`src/design/dhpi_pkg.sv`:
```
// Shared types and constants for the double-hash probe index block.
// No dependencies; imported by double_hash_probe_index.
`default_nettype none

package dhpi_pkg;

   localparam int unsigned HASH_W     = 32;
   localparam int unsigned SIZE_W     = 31;
   localparam int unsigned BYTE_W     = 8;
   localparam int unsigned ATT_W      = 16;
   localparam int unsigned MODE_W     = 2;
   localparam int unsigned REQ_DATA_W = 24;
   localparam int unsigned RSP_DATA_W = 48;
   localparam int unsigned CNT_W      = 5;
   localparam int unsigned MUL_STEPS  = ATT_W;
   localparam int unsigned DIV_STEPS  = HASH_W;

   localparam logic [HASH_W-1:0] DJB2_SEED  = 32'd5381;
   localparam logic [SIZE_W-1:0] SIZE_RESET = 31'd53;

   localparam logic [MODE_W-1:0] MODE_CLEAR  = 2'd0;
   localparam logic [MODE_W-1:0] MODE_ABSORB = 2'd1;
   localparam logic [MODE_W-1:0] MODE_PROBE  = 2'd2;

   typedef enum logic [2:0] {
      ST_IDLE,
      ST_ABSORB,
      ST_MIX1,
      ST_MIX2,
      ST_MUL,
      ST_MAG,
      ST_DIV,
      ST_DONE
   } state_type;

endpackage

`default_nettype wire

```
`src/design/double_hash_probe_index.sv`:
```
// Double-hash probe index generator: djb2 and one-at-a-time running hashes, bit-serial
// multiply and bit-serial restoring modulo. Depends on dhpi_pkg.
// Clear and ignored items act at accept and a key byte also passes the absorb state; a probe
// runs through 2 mix, 16 multiply, 1 magnitude and 32 modulo steps, then a load.
// One item in work at a time: a probe holds off the input until its result is loaded.
// Synchronous active-high reset: table_size 53, first hash 5381, second hash 0.
`default_nettype none

module double_hash_probe_index
   import dhpi_pkg::*;
(
   input  wire logic                  clock,
   input  wire logic                  reset,
   input  wire logic                  req_tvalid,
   output logic                       req_tready,
   input  wire logic [REQ_DATA_W-1:0] req_tdata,   // key_byte[7:0], attempt[23:8]
   input  wire logic [MODE_W-1:0]     req_tuser,   // mode[1:0]
   output logic                       rsp_tvalid,
   input  wire logic                  rsp_tready,
   output logic [RSP_DATA_W-1:0]      rsp_tdata,   // probe_index[30:0], probe_attempt[46:31]
   input  wire logic                  csr_wen,
   input  wire logic [SIZE_W-1:0]     csr_wdata    // table_size[30:0]
);

   state_type state_ff, state_in;

   logic [HASH_W-1:0] h1_ff, h1_in;
   logic [HASH_W-1:0] h2_ff, h2_in;
   logic [HASH_W-1:0] work_ff, work_in;
   logic [HASH_W-1:0] acc_ff, acc_in;
   logic [HASH_W-1:0] rem_ff, rem_in;
   logic [ATT_W-1:0]  att_ff, att_in;
   logic [ATT_W-1:0]  mult_ff, mult_in;
   logic [CNT_W-1:0]  cnt_ff, cnt_in;
   logic [SIZE_W-1:0] tsize_ff, tsize_in;
   logic              rsp_valid_ff, rsp_valid_in;
   logic [SIZE_W-1:0] rsp_index_ff, rsp_index_in;
   logic [ATT_W-1:0]  rsp_att_ff, rsp_att_in;

   logic              req_fire;
   logic              load_rsp;
   logic [MODE_W-1:0] req_mode;
   logic [BYTE_W-1:0] req_byte;
   logic [ATT_W-1:0]  req_att;
   logic [HASH_W-1:0] byte_ext;
   logic [HASH_W-1:0] oat_sum;
   logic [HASH_W-1:0] trial;
   logic [HASH_W-1:0] trial_diff;
   logic              trial_ge;

   assign req_mode = req_tuser;
   assign req_byte = req_tdata[BYTE_W-1:0];
   assign req_att  = req_tdata[BYTE_W +: ATT_W];
   assign byte_ext = {{(HASH_W-BYTE_W){req_byte[BYTE_W-1]}}, req_byte};
   assign req_fire = req_tvalid && req_tready;

   // Next state.
   always_comb begin
      state_in = state_ff;
      case (state_ff)
         ST_IDLE: begin
            if (req_fire) begin
               if (req_mode == MODE_ABSORB && req_byte != '0) begin
                  state_in = ST_ABSORB;
               end else if (req_mode == MODE_PROBE) begin
                  state_in = ST_MIX1;
               end
            end
         end
         ST_ABSORB: state_in = ST_IDLE;
         ST_MIX1:   state_in = ST_MIX2;
         ST_MIX2:   state_in = ST_MUL;
         ST_MUL: begin
            if (cnt_ff == CNT_W'(MUL_STEPS-1)) begin
               state_in = ST_MAG;
            end
         end
         ST_MAG: state_in = ST_DIV;
         ST_DIV: begin
            if (cnt_ff == CNT_W'(DIV_STEPS-1)) begin
               state_in = ST_DONE;
            end
         end
         ST_DONE: begin
            if (load_rsp) begin
               state_in = ST_IDLE;
            end
         end
         default: state_in = ST_IDLE;
      endcase
   end

   // Control outputs.
   always_comb begin
      req_tready = (state_ff == ST_IDLE);
      load_rsp   = (state_ff == ST_DONE) && (!rsp_valid_ff || rsp_tready);
   end

   // One modulo step: bring in the next dividend bit and subtract if it fits.
   assign trial      = {rem_ff[HASH_W-2:0], acc_ff[HASH_W-1]};
   assign trial_ge   = (trial >= {1'b0, tsize_ff});
   assign trial_diff = trial - {1'b0, tsize_ff};

   assign oat_sum = h2_ff + (h2_ff << 10);

   always_comb begin
      h1_in    = h1_ff;
      h2_in    = h2_ff;
      work_in  = work_ff;
      acc_in   = acc_ff;
      rem_in   = rem_ff;
      att_in   = att_ff;
      mult_in  = mult_ff;
      cnt_in   = '0;
      tsize_in = csr_wen ? csr_wdata : tsize_ff;
      case (state_ff)
         ST_IDLE: begin
            if (req_fire) begin
               case (req_mode)
                  MODE_CLEAR: begin
                     h1_in = DJB2_SEED;
                     h2_in = '0;
                  end
                  MODE_ABSORB: begin
                     if (req_byte != '0) begin
                        h1_in = (h1_ff << 5) + h1_ff + byte_ext;
                        h2_in = h2_ff + byte_ext;
                     end
                  end
                  MODE_PROBE: begin
                     att_in  = req_att;
                     mult_in = req_att;
                     work_in = h2_ff + (h2_ff << 3);
                  end
                  default: begin
                     h1_in = h1_ff;
                  end
               endcase
            end
         end
         ST_ABSORB: begin
            h2_in = oat_sum ^ HASH_W'($signed(oat_sum) >>> 6);
         end
         ST_MIX1: begin
            work_in = work_ff ^ HASH_W'($signed(work_ff) >>> 11);
         end
         ST_MIX2: begin
            // The +1 of the probe step folds into the last mix add.
            work_in = work_ff + (work_ff << 15) + HASH_W'(1);
            acc_in  = h1_ff;
         end
         ST_MUL: begin
            if (mult_ff[0]) begin
               acc_in = acc_ff + work_ff;
            end
            work_in = work_ff << 1;
            mult_in = mult_ff >> 1;
            if (cnt_ff != CNT_W'(MUL_STEPS-1)) begin
               cnt_in = cnt_ff + CNT_W'(1);
            end
         end
         ST_MAG: begin
            // The most negative sum negates to itself, read as 2^31 unsigned.
            if (acc_ff[HASH_W-1]) begin
               acc_in = '0 - acc_ff;
            end
            rem_in = '0;
         end
         ST_DIV: begin
            rem_in = trial_ge ? trial_diff : trial;
            acc_in = acc_ff << 1;
            if (cnt_ff != CNT_W'(DIV_STEPS-1)) begin
               cnt_in = cnt_ff + CNT_W'(1);
            end
         end
         ST_DONE: begin
            cnt_in = '0;
         end
         default: begin
            cnt_in = '0;
         end
      endcase
   end

   always_comb begin
      rsp_index_in = rsp_index_ff;
      rsp_att_in   = rsp_att_ff;
      rsp_valid_in = rsp_valid_ff;
      if (rsp_tready) begin
         rsp_valid_in = 1'b0;
      end
      if (load_rsp) begin
         rsp_valid_in = 1'b1;
         rsp_index_in = (tsize_ff == '0) ? '0 : rem_ff[SIZE_W-1:0];
         rsp_att_in   = att_ff;
      end
   end

   always_ff @(posedge clock) begin
      if (reset) begin
         state_ff     <= ST_IDLE;
         cnt_ff       <= '0;
         rsp_valid_ff <= 1'b0;
         tsize_ff     <= SIZE_RESET;
         h1_ff        <= DJB2_SEED;
         h2_ff        <= '0;
      end else begin
         state_ff     <= state_in;
         cnt_ff       <= cnt_in;
         rsp_valid_ff <= rsp_valid_in;
         tsize_ff     <= tsize_in;
         h1_ff        <= h1_in;
         h2_ff        <= h2_in;
      end
   end

   always_ff @(posedge clock) begin
      work_ff      <= work_in;
      acc_ff       <= acc_in;
      rem_ff       <= rem_in;
      att_ff       <= att_in;
      mult_ff      <= mult_in;
      rsp_index_ff <= rsp_index_in;
      rsp_att_ff   <= rsp_att_in;
   end

   assign rsp_tvalid = rsp_valid_ff;
   assign rsp_tdata  = {1'b0, rsp_att_ff, rsp_index_ff};

`ifndef SYNTHESIS
   a_index_in_range: assert property (@(posedge clock) disable iff (reset)
      rsp_valid_ff && tsize_ff != '0 |-> rsp_index_ff < tsize_ff)
      else $error("probe index not below table size");

   a_load_from_done: assert property (@(posedge clock) disable iff (reset)
      $rose(rsp_valid_ff) |-> $past(state_ff == ST_DONE))
      else $error("result loaded outside the done state");

   a_idle_count_clear: assert property (@(posedge clock) disable iff (reset)
      state_ff == ST_IDLE |-> cnt_ff == '0)
      else $error("step counter not cleared in idle");
`endif

endmodule

`default_nettype wire

```
`config.mk`:
```
export PLATFORM = sky130hd
export DESIGN_NAME = double_hash_probe_index
export DESIGN_NICKNAME = d
export VERILOG_FILES = /design/src/design/dhpi_pkg.sv /design/src/design/double_hash_probe_index.sv
export SDC_FILE = /design/constraint.sdc
export NUM_CORES = 1
export LEC_CHECK = 0
export BUFFER_PORTS_ARGS = -buffer_cell sky130_fd_sc_hd__buf_2
export CORE_MARGIN = 4
export CORE_UTILIZATION = 50
export CTS_CLUSTER_SIZE = 24
export DETAILED_ROUTE_END_ITERATION = 10
export PLACE_DENSITY = 0.65
export SLEW_MARGIN = 10
export SYNTH_ARGS = -nofsm -noshare
export SYNTH_HDL_FRONTEND = slang
export SYNTH_SLANG_ARGS = --single-unit
export TNS_END_PERCENT = 30
```
`constraint.sdc`:
```
create_clock -name clock -period 5.9 [get_ports clock]
set_input_delay 0.295 -clock clock [delete_from_list [all_inputs] [get_ports clock]]
set_output_delay 0.295 -clock clock [all_outputs]
set_load 0.05 [all_outputs]
```
After elaboration in Yosys (flattened, before gate mapping)
Index checks and enable logic that the tools add are counted.
{"block": "totals", "out_inout_bits": 50, "wordCells": 105, "inputBits": 62, "regBits": 278}
{"block": "classes", "n_reduce_logical": 24, "bitwise": 2, "order_cmp": 1, "mux": 29, "add_sub_neg": 11, "n_eq_ne": 24}
{"op": "32-bit case mux with 4 select lines", "count": 2}
{"op": "32-bit adder", "count": 7}
{"op": "32-bit 2-to-1 mux", "count": 7}
{"op": "32-bit case mux with 2 select lines", "count": 3}
{"op": "32-bit XOR", "count": 2}
{"op": "31-bit case mux with 2 select lines", "count": 1}
{"op": "32-bit by 1-bit adder with 32-bit output, second input constant", "count": 1}
{"op": "32-bit by 31-bit greater-or-equal comparator with 1-bit output", "count": 1}
{"op": "16-bit 2-to-1 mux", "count": 2}
{"op": "16-bit case mux with 2 select lines", "count": 1}
{"op": "1-bit by 32-bit subtractor with 32-bit output, first input constant", "count": 1}
{"op": "31-bit logical NOT", "count": 1}
{"op": "31-bit 2-to-1 mux", "count": 1}
{"op": "31-bit subtractor", "count": 1}
{"op": "3-bit case mux with 8 select lines", "count": 1}
{"op": "3-bit 2-to-1 mux", "count": 6}
{"op": "3-bit equality test, second input constant", "count": 4}
{"op": "3-bit AND reduction", "count": 4}
{"op": "5-bit 2-to-1 mux", "count": 2}
{"op": "2-bit != test, second input constant", "count": 5}
{"op": "5-bit case mux with 2 select lines", "count": 1}
{"op": "2-bit nonzero test", "count": 5}
{"op": "4-bit AND reduction", "count": 2}
{"op": "4-bit nonzero test", "count": 2}
{"op": "other kinds (21)", "count": 28}

Logic depth before layout (Yosys ltp)
{"block": "logic_depth", "word_depth": 5, "ltp_mapped": 15, "ltp_nobuf": 14}

Worst setup path after synthesis
No wires, ideal clock.
{"block": "synth_path", "kind": "flip-flop to flip-flop", "start": "register state_ff[2]", "end": "register work_ff[0], enable pin", "t_arrival_ns": 3.646, "stages_incl_launch_ff": 6, "n_path_buf": 3, "period_less_slack_ns": 4.112, "required_ns": 5.434, "slack_ns": 1.788, "setup_time_ns": 0.466, "cell_sequence": "dfxtp_1 > clkbuf_1 > buf_1 > buf_1 > a31oi_1 > o21ai_0"}
{"block": "synth_between", "elab_chain_cells": 4, "word_cells_on_any_way": 9, "cone_classes": "eq/ne: 5; reduce/logical: 4"}
{"element": "start: declaration", "line": "double_hash_probe_index.sv:25", "source": "state_type state_ff, state_in;"}
{"element": "start signal: assignment", "line": "double_hash_probe_index.sv:208", "source": "state_ff <= state_in;"}
{"element": "3-bit logical NOT", "line": "double_hash_probe_index.sv:95, double_hash_probe_index.sv:116"}
{"element": "1-bit logical AND", "line": "double_hash_probe_index.sv:55", "source": "assign req_fire = req_tvalid && req_tready;"}
{"element": "2-bit by 1-bit != test with 1-bit output (no source line)"}
{"element": "3-bit AND reduction (no source line) *"}
{"element": "end signal: assignment", "line": "double_hash_probe_index.sv:218", "source": "work_ff <= work_in;"}
{"element": "end: declaration", "line": "double_hash_probe_index.sv:29", "source": "logic [HASH_W-1:0] work_ff, work_in;"}
Every way passes the cells marked *; elsewhere a longest branch is shown, timed or not.
A chain may end at the register's enable or synchronous reset.

Worst setup path after layout
{"block": "layout_path", "start": "register acc_ff[31]", "end": "register rem_ff[24], data pin"}
{"block": "layout_between", "elab_chain_cells": 3, "word_cells_on_any_way": 4, "cone_classes": "add/sub: 1; order compare: 1; mux: 2"}
{"element": "start: declaration", "line": "double_hash_probe_index.sv:30", "source": "logic [HASH_W-1:0] acc_ff, acc_in;"}
{"element": "start signal: assignment", "line": "double_hash_probe_index.sv:219", "source": "acc_ff <= acc_in;"}
{"element": "31-bit subtractor / 32-bit by 31-bit greater-or-equal comparator with 1-bit output (equally long branches)", "line": "double_hash_probe_index.sv:102, double_hash_probe_index.sv:101"}
{"element": "31-bit 2-to-1 mux *", "line": "double_hash_probe_index.sv:170", "source": "rem_in = trial_ge ? trial_diff : trial;"}
{"element": "31-bit case mux with 2 select lines *", "line": "double_hash_probe_index.sv:116", "source": "case (state_ff)"}
{"element": "end signal: assignment", "line": "double_hash_probe_index.sv:220", "source": "rem_ff <= rem_in;"}
{"element": "end: declaration", "line": "double_hash_probe_index.sv:31", "source": "logic [HASH_W-1:0] rem_ff, rem_in;"}
Marked as above.

==> flow_summary_export.csv <==
group,metric,value,unit
setup_path,cp_slowest_cell,"o21ai_4",
grt,grt_max_degree,52,
sta,finClkSkew,0.0210,ns
setup_path,critical_path_class,"register to register",
yosys,avgSynthCellArea,8.78,um2
clock_network,htree_levels,2,
sta,max_slew_margin,0.230,
routing,num_vias,20800,
yosys,syn_area,23000,um2
worst_hold_path,hold_end,"tsize_ff[30]",
floorplan,die_w,222,um
floorplan,ios,112,
yosys,ys_ff_latch,278,
floorplan,core_area,45400,um2
grt,overflow,0,
worst_hold_path,min_path_cells,3,
worst_hold_path,worstHoldStart,"csr_wdata[30]",
yosys,synth.top_cell.area_share,0.227,
setup_path,worst_path_most_repeated_cell,"nand3_1",
sta,final_hold_viol_count,0,
sta,min_period_over_period,0.677,
setup_path,worstPathMaxFanout,25,
sta,setup_tns,0,ns
floorplan,die_area,49500,um2
place,post-place-cells,3249,
setup_path,timing.rr.end,"rem_ff[24]",
yosys,synth_top_cells_by_area,"edfxtp_1 23%, ha_1 11%, dfxtp_1 9.1%",
yosys,synth_nets,2912,
sta,final_max_slew_viol_count,0,
clock_network,cts_sinks,278,
yosys,ys_types,86,
yosys,async_reset_ff_frac,0,
cells_and_area,drive_above_1_share,0.0823,
power,power_leakage,10.5,nW
sta,tightest_slew,1.15,ns
place,port_buffers,110,
setup_path,worstSetupEndpointType,"register",
cells_and_area,fin_area,25700,um2
clock_network,cts_root_buf,"clkbuf_16",
sta,rsz0062_at_grt,"no",
clock_network,postCtsSetupRepairBufs,0,
floorplan,fp.dieH,222,um
yosys,ys_seq_area_frac,0.318,
floorplan,row_count,78,
cells_and_area,finalNonFillerCells,3361,
setup_path,worst_setup_path_start_kind,"register",
job,drv_cap,0,
routing,vias_per_cell,6.18,
clock_network,clk_latency,0.56,ns
grt,antenna_found_initial,3,
cells_and_area,fillers,4092,
power,p_per_area,245,nW/um2
place,finalWeightedCongestion,0.960,
clock_network,numCtsBuffers,35,
place,place_area,24100,um2
sta,fmax,0.250,GHz
setup_path,r2r_setup_slack,1.90,ns
sta,setup_viol,0,
clock_network,cts_max_path_buffers,3,
yosys,syn_inst,2619,
setup_path,crit_required,6.17,ns
routing,wl_per_cell,21.0,um
grt,grt_pass1_wl,110000,um
setup_path,reg2regPathDepth,14,
floorplan,initial_core_util,0.507,
clock_network,cts_tree,"built",
routing,drt-pass1-iter-count,5,
clock_network,clk_transition_reported_paths,0.06,ns
routing,first_iter_violations,1846,
sta,fin_hold_ws,0.0354,ns
grt,grtUsageTotal,0.274,
worst_hold_path,hp-class,"input pin to register",
yosys,synth_ff_type,"edfxtp_1",
power,peakVddDrop,0.189,mV
setup_path,arrival,4.26,ns
place,hpwl,52100,um
cells_and_area,syn_to_final_growth,11.7,%
yosys,synth_edf_count,174,
routing,wl,70500,um
setup_path,crit_path_cell_trace,"inv_1, ha_1, fa_1, nor2b_1, o2111ai_1, nand3_1, nand3_1, a21oi_1, a41o_1, a211oi_1, o21ai_4, buf_4, mux2i_1, nor2_1",
yosys,synth_top_area_cell,"edfxtp_1",
power,total_power,0.00629,W
setup_path,slowest_delay,0.48,ns
yosys,yosysWarnings,0,
routing,drc,0,
cells_and_area,fin_nets,3025,
routing,ant_nets,0,
grt,grt_pass1_vias,19600,
outcome,status,"complete, no violations",
sta,min_period,4.00,ns
setup_path,r2r-start,"acc_ff[31]",
==> final cells by class <==
| type | count | area (um2) | share of cell area |
|---|---|---|---|
| Clock buffer | 49 | 958 | 0.0373 |
| Timing Repair Buffer | 186 | 1240 | 0.0481 |
| Sequential cell | 278 | 7310 | 0.284 |
| Multi-Input combinational cell | 2133 | 14900 | 0.581 |
| Clock inverter | 15 | 138 | 0.00536 |
| Tap cell | 600 | 751 | 0.0292 |
| Inverter | 98 | 368 | 0.0143 |
| Antenna cell | 2 | 5.00 | 0.000195 |
==> report_power, final <==
part,internal (W),switching (W)
combinational,0.000764,0.00107
sequential,0.00217,0.000187
clock,0.00123,0.000878
total,0.00416,0.00213
==> metrics by stage <==
stage          setup slack (ns)  utilization
6_report                   1.90        0.566
5_1_grt                    1.53        0.566
4_1_cts                    1.90        0.566
3_5_place_dp               1.81        0.532
3_3_place_gp               1.96        0.532
2_1_floorplan              1.79            -
==> cell usage after synthesis, drive strengths merged, types with 11 or more instances <==
| cell type | number |
|---|---|
| a211oi | 24 |
| a21o | 85 |
| a21oi | 184 |
| a221oi | 38 |
| a22o | 14 |
| a22oi | 40 |
| a31oi | 26 |
| buf | 18 |
| clkbuf | 92 |
| dfxtp | 104 |
| edfxtp | 174 |
| fa | 32 |
| ha | 199 |
| inv | 97 |
| mux2i | 58 |
| nand2 | 211 |
| nand2b | 22 |
| nand3 | 52 |
| nand3b | 11 |
| nand4 | 23 |
| nor2 | 268 |
| nor2b | 55 |
| nor3 | 45 |
| nor4 | 14 |
| o211ai | 16 |
| o21a | 36 |
| o21ai | 209 |
| o21bai | 26 |
| o221ai | 11 |
| o22ai | 17 |
| o31a | 13 |
| o31ai | 11 |
| or2 | 11 |
| or3 | 17 |
| xnor2 | 144 |
| xor2 | 99 |
==> worst max-delay path by stage <==
stage	start	to	slack (ns)
floorplan	state_ff[2]	work_ff[0]	1.79
global placement	req_tdata[7]	h1_ff[31]	1.96
detailed placement	req_tdata[7]	h1_ff[29]	1.81
CTS	acc_ff[31]	rem_ff[24]	1.90
global route	acc_ff[31]	rem_ff[27]	1.53
finish	acc_ff[31]	rem_ff[24]	1.90
==> flip-flops by register name (all words and copies together) (netlist names) <==
signal / cells
h1_ff: 32
tsize_ff: 31
rsp_index_ff: 31
work_ff: 32
rem_ff: 31
cnt_ff: 5
rsp_tvalid: 1
acc_ff: 32
att_ff: 16
mult_ff: 16
state_ff: 3
rsp_att_ff: 16
h2_ff: 32
==> layout by cell type (no fill, tap or decap), drive strengths merged, types with 16 or more instances in the layout <==
master         n
fa            32
nand4         23
nand2b        22
dfxtp        104
nor3          45
edfxtp       174
inv          101
ha           199
a21o          85
o21bai        26
nand3         52
buf          140
a221oi        38
o22ai         17
o211ai        16
xor2          99
dlygate4sd3   46
a31oi         26
a211oi        24
nor2         268
a21oi        184
nor2b         55
o21ai        209
nand2        211
a22oi         40
or3           17
xnor2        144
mux2i         58
o21a          36
clkbuf        49
==> metal layers <==
| metal | global-route usage | wire length [um] | vias up |
|---|---|---|---|
| met4 | 0.0867 | 2140 | 2 |
| met1 | 0.381 | 31300 | 9931 |
| met2 | 0.431 | 31700 | 780 |
| li1 | - | - | 9925 |
| met3 | 0.0555 | 5350 | 137 |
| met5 | 0 | 11 | - |
==> worst max-delay path: cells and delay by family, from the launching register on <==
kind                       cells  cell delay, ns
AOI/OAI and AO/OA              5            1.37
and+or+nand+nor                4            0.45
DFF                            1            0.44
adders and majority gates      2            0.64
muxes                          1            0.25
buffers and inverters          2            0.53
==> logic make-up (layout without fill, tap and decap cells) <==
kind of cell	after synthesis	in the layout	share of synthesized area
other	1	3	0.000163
buffers and inverters	208	348	0.0351
muxes	58	58	0.0252
and+or+nand+nor	774	774	0.158
AOI/OAI and AO/OA	826	826	0.235
xor gates and xnor gates	243	243	0.0925
adders and majority gates	231	231	0.136
DFF	278	278	0.318
==> timing repair <==
action	CTS	global route
hold buffers	46	0
hold endpoints to repair	46	0
resized for setup	0	0
Note: power is estimated with default switching activity, not from simulation.
